[config.mk]
export PLATFORM = sky130hd
export DESIGN_NAME = led_driver_serial_framer_top
export DESIGN_NICKNAME = d
export VERILOG_FILES = /design/src/rtl/ldsf_pkg.sv /design/src/rtl/ldsf_front.sv /design/src/rtl/ldsf_queue.sv /design/src/rtl/ldsf_back.sv /design/src/rtl/led_driver_serial_framer_top.sv
export SDC_FILE = /design/constraint.sdc
export NUM_CORES = 1
export LEC_CHECK = 0
export BUFFER_PORTS_ARGS = -buffer_cell sky130_fd_sc_hd__clkbuf_2
export CAP_MARGIN = 20
export CORE_MARGIN = 4
export CORE_UTILIZATION = 62
export CTS_CLUSTER_SIZE = 14
export DETAILED_ROUTE_END_ITERATION = 6
export PLACE_DENSITY = 0.83
export SYNTH_ARGS = -nofsm -noshare
export SYNTH_HDL_FRONTEND = slang
export SYNTH_SLANG_ARGS = --single-unit
[constraint.sdc]
create_clock -name i_clk -period 5.58 [get_ports i_clk]
set_input_delay 0.558 -clock i_clk [delete_from_list [all_inputs] [get_ports i_clk]]
set_output_delay 0.558 -clock i_clk [all_outputs]
set_load 0.02 [all_outputs]
[src/rtl/ldsf_pkg.sv]
// Shared types and constants of the LED driver serial framer.
// Used by every module of the block; depends on nothing else.
`timescale 1ns / 1ps
`default_nettype none

package ldsf_pkg;

    localparam int ADDRESS_BITS = 7;
    localparam int MAX_BITS     = 14;
    localparam int CNT_W        = 4;
    localparam int QUEUE_DEPTH  = 2;
    localparam int QUEUE_AW     = 1;

    localparam int CMD_LEN  = 12;
    localparam int NIB_RAW  = 7 + ADDRESS_BITS;
    localparam int NIB_LEN  = (NIB_RAW > MAX_BITS) ? MAX_BITS : NIB_RAW;
    localparam int BST_LEN  = 3 + ADDRESS_BITS;
    localparam int BYTE_LEN = 8;
    localparam int WIDE_W   = 16;

    localparam logic [2:0] ID_COMMAND = 3'b100;
    localparam logic [2:0] ID_WRITE   = 3'b101;

    typedef enum logic [1:0] {
        MODE_COMMAND = 2'd0,
        MODE_NIBBLE  = 2'd1,
        MODE_BURST   = 2'd2,
        MODE_BYTE    = 2'd3
    } t_mode;

    typedef struct packed {
        logic [MAX_BITS-1:0] word;
        logic [CNT_W-1:0]    len;
        logic                first;
        logic                closes;
    } t_job;

endpackage

`default_nettype wire

[src/rtl/ldsf_front.sv]
// Front end: accepts write requests, tracks the open burst and builds serializer jobs.
// Depends on ldsf_pkg.
`timescale 1ns / 1ps
`default_nettype none

module ldsf_front (
    input  wire logic         i_clk,
    input  wire logic         i_rst_n,
    input  wire logic         i_accept,
    input  wire logic [1:0]   i_mode,
    input  wire logic [7:0]   i_value,
    input  wire logic [6:0]   i_address,
    input  wire logic         i_last,
    output logic              o_push,
    output ldsf_pkg::t_job    o_job
);
    import ldsf_pkg::*;

    logic                     r_burst_open;
    logic                     n_burst_open;
    logic [7:0]               addr_ext;
    logic [ADDRESS_BITS-1:0]  addr_sel;
    logic [NIB_RAW-1:0]       nib_raw;
    logic [WIDE_W-1:0]        nib_wide;
    logic                     produce;

    assign addr_ext = {1'b0, i_address};
    assign addr_sel = addr_ext[ADDRESS_BITS-1:0];
    assign nib_raw  = {ID_WRITE, addr_sel, i_value[7:4]};
    assign nib_wide = {nib_raw, {(WIDE_W-NIB_RAW){1'b0}}};

    always_comb begin
        n_burst_open = r_burst_open;
        produce      = 1'b1;
        o_job        = '0;
        case (t_mode'(i_mode))
            MODE_COMMAND: begin
                o_job.word   = {ID_COMMAND, i_value, 1'b0, {(MAX_BITS-CMD_LEN){1'b0}}};
                o_job.len    = CNT_W'(CMD_LEN);
                o_job.first  = 1'b1;
                o_job.closes = 1'b1;
                n_burst_open = 1'b0;
            end
            MODE_NIBBLE: begin
                o_job.word   = nib_wide[WIDE_W-1:WIDE_W-MAX_BITS];
                o_job.len    = CNT_W'(NIB_LEN);
                o_job.first  = 1'b1;
                o_job.closes = 1'b1;
                n_burst_open = 1'b0;
            end
            MODE_BURST: begin
                o_job.word   = {ID_WRITE, addr_sel, {(MAX_BITS-BST_LEN){1'b0}}};
                o_job.len    = CNT_W'(BST_LEN);
                o_job.first  = 1'b1;
                o_job.closes = 1'b0;
                n_burst_open = 1'b1;
            end
            MODE_BYTE: begin
                o_job.word   = {i_value, {(MAX_BITS-BYTE_LEN){1'b0}}};
                o_job.len    = CNT_W'(BYTE_LEN);
                o_job.first  = 1'b0;
                o_job.closes = i_last;
                produce      = r_burst_open;
                n_burst_open = r_burst_open & ~i_last;
            end
            default: begin
                produce = 1'b0;
            end
        endcase
    end

    assign o_push = i_accept & produce;

    always_ff @(posedge i_clk) begin
        if (!i_rst_n) begin
            r_burst_open <= 1'b0;
        end else if (i_accept) begin
            r_burst_open <= n_burst_open;
        end
    end

endmodule

`default_nettype wire

[src/rtl/ldsf_queue.sv]
// Short job queue between the front end and the serializer.
// Depends on ldsf_pkg.
`timescale 1ns / 1ps
`default_nettype none

module ldsf_queue (
    input  wire logic          i_clk,
    input  wire logic          i_rst_n,
    input  wire logic          i_push,
    input  wire ldsf_pkg::t_job i_job,
    input  wire logic          i_pop,
    output logic               o_full,
    output logic               o_valid,
    output ldsf_pkg::t_job     o_job
);
    import ldsf_pkg::*;

    t_job                r_mem [QUEUE_DEPTH];
    logic [QUEUE_AW-1:0] r_wr_ptr;
    logic [QUEUE_AW-1:0] r_rd_ptr;
    logic [QUEUE_AW:0]   r_count;
    logic                do_push;
    logic                do_pop;

    assign o_full  = (r_count == (QUEUE_AW+1)'(QUEUE_DEPTH));
    assign o_valid = (r_count != '0);
    assign o_job   = r_mem[r_rd_ptr];
    assign do_push = i_push & ~o_full;
    assign do_pop  = i_pop & o_valid;

    always_ff @(posedge i_clk) begin
        if (do_push) begin
            r_mem[r_wr_ptr] <= i_job;
        end
    end

    always_ff @(posedge i_clk) begin
        if (!i_rst_n) begin
            r_wr_ptr <= '0;
            r_rd_ptr <= '0;
            r_count  <= '0;
        end else begin
            if (do_push) begin
                r_wr_ptr <= r_wr_ptr + 1'b1;
            end
            if (do_pop) begin
                r_rd_ptr <= r_rd_ptr + 1'b1;
            end
            r_count <= r_count + (QUEUE_AW+1)'(do_push) - (QUEUE_AW+1)'(do_pop);
        end
    end

    // The fill count never runs past the queue depth.
    a_count_bound: assert property (@(posedge i_clk) disable iff (!i_rst_n)
        r_count <= (QUEUE_AW+1)'(QUEUE_DEPTH))
        else $error("queue count exceeds depth");

    // The front end never offers a job to a full queue.
    a_no_overflow: assert property (@(posedge i_clk) disable iff (!i_rst_n)
        o_full |-> !i_push)
        else $error("push into full queue");

endmodule

`default_nettype wire

[src/rtl/ldsf_back.sv]
// Serializer: shifts queued jobs out into the result register, one bit per cycle while it is empty or popped.
// Depends on ldsf_pkg.
`timescale 1ns / 1ps
`default_nettype none

module ldsf_back (
    input  wire logic           i_clk,
    input  wire logic           i_rst_n,
    input  wire logic           i_job_valid,
    input  wire ldsf_pkg::t_job i_job,
    output logic                o_job_pop,
    input  wire logic           i_pop,
    output logic                o_empty,
    output logic                o_data_bit,
    output logic                o_frame_start,
    output logic                o_frame_end,
    output logic                o_run_last
);
    import ldsf_pkg::*;

    logic [MAX_BITS-1:0] r_word;
    logic [CNT_W-1:0]    r_left;
    logic                r_closes;
    logic                r_out_valid;
    logic                r_data_bit;
    logic                r_frame_start;
    logic                r_frame_end;
    logic                r_run_last;

    logic                busy;
    logic                have;
    logic                advance;
    logic                emit;
    logic [MAX_BITS-1:0] cur_word;
    logic [CNT_W-1:0]    cur_len;
    logic                cur_first;
    logic                cur_closes;
    logic                cur_final;

    assign busy       = (r_left != '0);
    assign have       = busy | i_job_valid;
    assign advance    = ~r_out_valid | i_pop;
    assign emit       = advance & have;
    assign cur_word   = busy ? r_word : i_job.word;
    assign cur_len    = busy ? r_left : i_job.len;
    assign cur_first  = busy ? 1'b0 : i_job.first;
    assign cur_closes = busy ? r_closes : i_job.closes;
    assign cur_final  = (cur_len == CNT_W'(1));
    assign o_job_pop  = emit & ~busy;

    always_ff @(posedge i_clk) begin
        if (!i_rst_n) begin
            r_left      <= '0;
            r_out_valid <= 1'b0;
        end else begin
            if (emit) begin
                r_left <= cur_len - 1'b1;
            end
            if (advance) begin
                r_out_valid <= have;
            end
        end
    end

    always_ff @(posedge i_clk) begin
        if (emit) begin
            r_word        <= {cur_word[MAX_BITS-2:0], 1'b0};
            r_closes      <= cur_closes;
            r_data_bit    <= cur_word[MAX_BITS-1];
            r_frame_start <= cur_first;
            r_frame_end   <= cur_final & cur_closes;
            r_run_last    <= cur_final;
        end
    end

    assign o_empty       = ~r_out_valid;
    assign o_data_bit    = r_data_bit;
    assign o_frame_start = r_frame_start;
    assign o_frame_end   = r_frame_end;
    assign o_run_last    = r_run_last;

    // A frame can only end on the final bit of a request.
    a_end_on_last: assert property (@(posedge i_clk) disable iff (!i_rst_n)
        (!o_empty && o_frame_end) |-> o_run_last)
        else $error("frame end away from last bit");

    // The remaining bit count stays below the longest frame.
    a_left_bound: assert property (@(posedge i_clk) disable iff (!i_rst_n)
        r_left < CNT_W'(MAX_BITS))
        else $error("bit count out of range");

    // A fresh job is taken only when the current one has run out.
    a_pop_idle: assert property (@(posedge i_clk) disable iff (!i_rst_n)
        o_job_pop |-> (r_left == '0) && i_job_valid)
        else $error("job popped while serializing");

endmodule

`default_nettype wire

[src/rtl/led_driver_serial_framer_top.sv]
// Top level of the LED driver serial framer: one bit result per serial bit.
// With the serializer idle, a request passes the queue, then the output register; bits
// follow one per cycle while results are popped, so a request holds the serializer for
// its 8 to 14 bits, and a burst byte with no open burst produces no bits. A two-entry
// queue takes requests while the serializer runs. Synchronous active-low reset empties
// the queue and output register and closes any open burst. Depends on all ldsf_ files.
`timescale 1ns / 1ps
`default_nettype none

module led_driver_serial_framer_top (
    input  wire logic       i_clk,
    input  wire logic       i_rst_n,
    input  wire logic       push,
    output logic            full,
    input  wire logic [1:0] i_mode,
    input  wire logic [7:0] i_value,
    input  wire logic [6:0] i_address,
    input  wire logic       i_last,
    output logic            empty,
    input  wire logic       pop,
    output logic            o_data_bit,
    output logic            o_frame_start,
    output logic            o_frame_end,
    output logic            o_run_last
);
    import ldsf_pkg::*;

    logic accept;
    logic job_push;
    t_job front_job;
    logic q_valid;
    t_job q_job;
    logic q_pop;

    assign accept = push & ~full;

    ldsf_front u_front (
        .i_clk     (i_clk),
        .i_rst_n   (i_rst_n),
        .i_accept  (accept),
        .i_mode    (i_mode),
        .i_value   (i_value),
        .i_address (i_address),
        .i_last    (i_last),
        .o_push    (job_push),
        .o_job     (front_job)
    );

    ldsf_queue u_queue (
        .i_clk   (i_clk),
        .i_rst_n (i_rst_n),
        .i_push  (job_push),
        .i_job   (front_job),
        .i_pop   (q_pop),
        .o_full  (full),
        .o_valid (q_valid),
        .o_job   (q_job)
    );

    ldsf_back u_back (
        .i_clk         (i_clk),
        .i_rst_n       (i_rst_n),
        .i_job_valid   (q_valid),
        .i_job         (q_job),
        .o_job_pop     (q_pop),
        .i_pop         (pop),
        .o_empty       (empty),
        .o_data_bit    (o_data_bit),
        .o_frame_start (o_frame_start),
        .o_frame_end   (o_frame_end),
        .o_run_last    (o_run_last)
    );

endmodule

`default_nettype wire

Word-level counts from Yosys, hierarchy flattened:

Memory sizes are Yosys's and may differ from the RTL's. A register that Yosys moved wholly into a read port is not among the register bits.
Index checks and enable logic that the tools add are counted.
W data, S select, Z words.

* register bits after elaboration: 28
* RAM bits: 40
* input bits: 22
* output and inout port bits: 6
* memories kept: 1

* add/sub/neg operators: 5
* equality and inequality tests: 5
* mux-type cells: 10
* bitwise gates (word level): 14
* reduce and logical (&&, ||, !) cells: 4

Memories
* u_queue.r_mem: depth 2, bits a word 20, read ports 1, clocked after Yosys merged registers in 1, write ports 1, RTL line ldsf_queue.sv:18 `t_job r_mem [QUEUE_DEPTH];`

Operators with widths (number)
* $pmux W20 S4: 1
* $mux W14: 1
* $and A1 B1 Y1: 8
* $eq A2 B2 Y1 const B: 3
* $mux W1: 6
* $eq A4 B1 Y1 const B: 1
* $mux W4: 1
* $not A1 Y1: 4
* $reduce_bool A4 Y1: 1
* $sub A4 B1 Y4 const B: 1
* $pmux W1 S3: 1
* $add A1 B1 Y1 const B: 2
* $add A2 B1 Y2: 1
* $eq A2 B1 Y1 const B: 1
* $logic_not A2 Y1: 1
* $or A1 B1 Y1: 2
* $reduce_bool A2 Y1: 1
* $reduce_or A2 Y1: 1
* $sub A2 B1 Y2: 1

Depth between registers and ports, before layout:

* depth in word-level cells: 7
* depth in mapped cells: 9
* mapped depth without buffers: 8

Modules after synthesis:

Synthesis repeated with hierarchy kept, for this count alone.

* cells, all modules: 261
* area total of the unflattened synthesis: 3223.1 µm²

Modules (own cells, without submodules)
* ldsf_queue: instances 1, cells an instance 89, area each 1686.6 µm², sequential area each 1301.2 µm²
* ldsf_back: instances 1, cells an instance 113, area each 1111.1 µm², sequential area each 640.6 µm²
* ldsf_front: instances 1, cells an instance 58, area each 411.6 µm², sequential area each 20.0 µm²
* led_driver_serial_framer_top: instances 1, cells an instance 1, area each 13.8 µm², sequential area each 0.0 µm²

Worst setup path after synthesis:

No wires, ideal clock.

* path type: input to register
* start: input port pop
* end: register u_back.r_left[2]
* setup time: 0.081 ns
* data arrival time: 2.170 ns
* slack: 3.329 ns
* cell stages on the path: 4
* path buffers: 0
* cell sequence: nor2b_1 > a21oi_1 > o221ai_1 > a31oi_1

* word-level cells in the longest chain between the ends: 2

RTL lines
* start: declaration: RTL line led_driver_serial_framer_top.sv:20 `input wire logic pop,`
* $or A1 B1 Y1: RTL line ldsf_back.sv:42 `assign advance = ~r_out_valid | i_pop;`
* $and A1 B1 Y1: RTL line ldsf_back.sv:43 `assign emit = advance & have;`
* end signal: assignment: RTL line ldsf_back.sv:57 `r_left <= cur_len - 1'b1;`
* end: declaration: RTL line ldsf_back.sv:22 `logic [CNT_W-1:0] r_left;`

No other way between the ends.
A chain may end at the register's enable or synchronous reset.

==> impl_metrics.yaml <==
outcome:
  outcome: "completed"
detailed_routing:
  vias: 1645
  avgViaCountPerCell: 5.520
  drc: 0
  antenna_left: 0
  wl_per_cell_um: 14.89
  first_pass_iters: 5
  drt_iter0_markers: 136
  finalWirelength_um: 4437
clock_network:
  cts_tree: "yes"
  path_clk_slew_ns: 0.07
  cts_resized: 0
  insertion_delay_ns: 0.31
  cts_num_sinks: 65
  cts_buffers: 9
  root_buffer: "clkbuf_8"
  cts_hold_buf: 0
  clockBufferDepth: 2
  post_cts_buffers: 0
  htreeDepth: 3
synth:
  synth-seq-area-share: 0.6601
  async_flop_share: 0
  synth_cell_types: 37
  postSynthCellCount: 210
  yosysWarnings: 0
  synth_flop_cell: "edfxtp_1"
  synth_nets: 240
  synth_edf_count: 54
  ys_seq_elements: 65
  avgSynthCellArea_um2: 13.29
  synth_area_um2: 2790
sta:
  setup_viol: 0
  final_max_slew_viol_count: 0
  period_minus_slack_ns: 2.399
  worst_clock_skew_ns: 0.006244
  hold_viol_final: 0
  fmax_mhz: 416.9
  rsz0062_at_grt: "false"
  fin_ws_ns: 3.181
  finalCritPeriodShare: 0.4299
  relSlewSlack: 0.3400
  worst_slew_pin_slew_ns: 0.9886
  tns_ns: 0
critical_path:
  crit_type: "reg -> reg"
  crit_path_top_delay_cell: "dfxtp_1"
  path_cells: "mux2_2, a21oi_1, ha_1, nor4b_1, and2_1"
  required_ns: 5.77
  reg2reg_depth: 5
  critPathCaptureType: "flop"
  cp.depth: 5
  start_kind: "flop"
  crit_buf_inv: 0
  cp_max_fo: 18
  worst_ep_arrival_time_ns: 2.59
  cpPeakStageDelay_ns: 0.97
  critical-path-top-delay-family: "flip-flops"
placement:
  place_ws_ns: 3.179
  port-buffer-count: 27
  dpl_cell_area_um2: 2972
  place.gp.congestion: 0.7778
  placedCellCount: 282
  dp_hpwl_um: 3058
power:
  powerDensity_nw_per_um2: 519.1
  vdd_drop_max_v: 0.0003429
  power_leakage_nw: 1.228
global_route:
  first_global_vias: 1575
  use_met1: 0.2444
  grt_pass1_wl_um: 7334
  grt_max_degree: 34
  track_usage: 0.1848
  grtUsageMet3: 0.06142
  grt_overflow_total: 0
  met2_usage: 0.2872
  antenna_found_initial: 0
  busiest_layer: "met2"
die:
  io_pins: 28
  die_width_um: 75.09
  start_util: 0.6408
  die-height_um: 75.09
  dieArea_um2: 5638
  core_um2: 4354
  fp-row-count: 24
finish:
  syn2layout_area_growth_pct: 12.87
  drive_gt1_frac: 0.1870
  nNetsFinal: 271
  layout_commonest_cell: "edfxtp_1"
  fillers: 272
  layout_common_cells: "edfxtp_1 (54), clkbuf_2 (27), nand2_1 (20)"
  instances_no_fill: 298
  fin_area_um2: 3149
  n_antenna_cell: 0
  postLayoutCoreUtil: 0.7233
worst_hold_path:
  whs_path_depth: 2
  hold_class: "reg -> reg"
flow_run:
  maxCapViolCount: 0
-- synthesized netlist by cell type (2+ instances only) --
cell type  number  area share
a21oi_1         3      0.0054
a222oi_1        4       0.014
a22o_1          2      0.0063
a31oi_1         3      0.0067
and2_1         12       0.027
buf_2           3      0.0054
clkbuf_1        4      0.0054
dfxtp_1        11       0.079
edfxtp_1       54        0.58
ha_1            8       0.036
inv_1          14       0.019
mux2i_1        17       0.061
nand2_1        20       0.027
nand2b_1        2      0.0045
nand3_1         2      0.0036
nor2_1         11       0.015
o21ai_0        17       0.030
o21bai_1        2      0.0054
xnor2_1         3      0.0094
-- sequential cells by signal, summed over array words and instances, names as in the netlist, named ones only --
| name | count |
|---|---|
| u_queue.r_rd_ptr | 1 |
| u_back.o_frame_end | 1 |
| u_back.o_frame_start | 1 |
| u_back.r_word | 13 |
| u_front.r_burst_open | 1 |
| u_back.o_data_bit | 1 |
| u_back.r_out_valid | 1 |
| u_back.r_left | 4 |
| u_queue.r_mem | 36 |
| u_back.o_run_last | 1 |
| u_back.r_closes | 1 |
| u_queue.r_count | 2 |
| u_queue.r_wr_ptr | 1 |
-- worst reg2reg max path: stages (launching register included) --
cell and delay, ns:
dfxtp_1 0.97, mux2_2 0.42, a21oi_1 0.26, ha_1 0.18
nor4b_1 0.28, and2_1 0.17
-- per-stage QoR --
stage | power (W) | hold WS (ns)
2_1_floorplan | 0.001166 | 0.4499
3_3_place_gp | 0.001251 | 0.4606
3_5_place_dp | 0.001290 | 0.5086
4_1_cts | 0.001648 | 0.5175
5_1_grt | 0.001747 | 0.5461
6_report | 0.001635 | 0.5005
-- metal layers --
metal | wire, um | vias to the layer above
li1 | - | 830
met1 | 2045 | 760
met2 | 2122 | 49
met3 | 211 | 6
met4 | 57 | 0
met5 | 0 | -
-- power by group --
part | switching (W) | internal [W] | total [W]
clock network | 0.000155 | 0.000201 | 0.000356
logic | 0.000295 | 0.000197 | 0.000491
registers | 0.0000727 | 0.000714 | 0.000787
-- path summary, 6_finish.rpt --
| path | start | slack, ns | end |
|---|---|---|---|
| worst min-delay path | u_front.r_burst_open | 0.50 | u_front.r_burst_open |
| worst max register to register | flop | 3.18 | u_back.o_frame_end |
| worst max-delay path | flop | 3.18 | u_back.o_frame_end |
| worst min register to register | u_front.r_burst_open | 0.50 | u_front.r_burst_open |
-- cells by family (layout without fill, tap and decap cells) --
family,count (synthesis),in the layout,share of synthesized area
AO/OA/AOI/OAI,39,39,0.09507
XOR/XNOR,4,4,0.01256
adder cells (fa/ha/maj),8,8,0.03588
buffers and inverters,23,59,0.03497
flip-flops,65,65,0.6601
multiplexers,18,18,0.06502
AND/OR/NAND/NOR,53,53,0.09642
-- area by class of cell --
class | count | area, um^2 | area share
clock buffer | 11 | 131.4 | 0.04172
clock inverter | 5 | 46.29 | 0.01470
inverter | 14 | 52.55 | 0.01669
multi-input combinational | 122 | 854.6 | 0.2714
sequential | 65 | 1842 | 0.5848
tap | 52 | 65.06 | 0.02066
timing repair buffer | 29 | 157.7 | 0.05006
No activity file was read; power rests on OpenSTA's default activity.
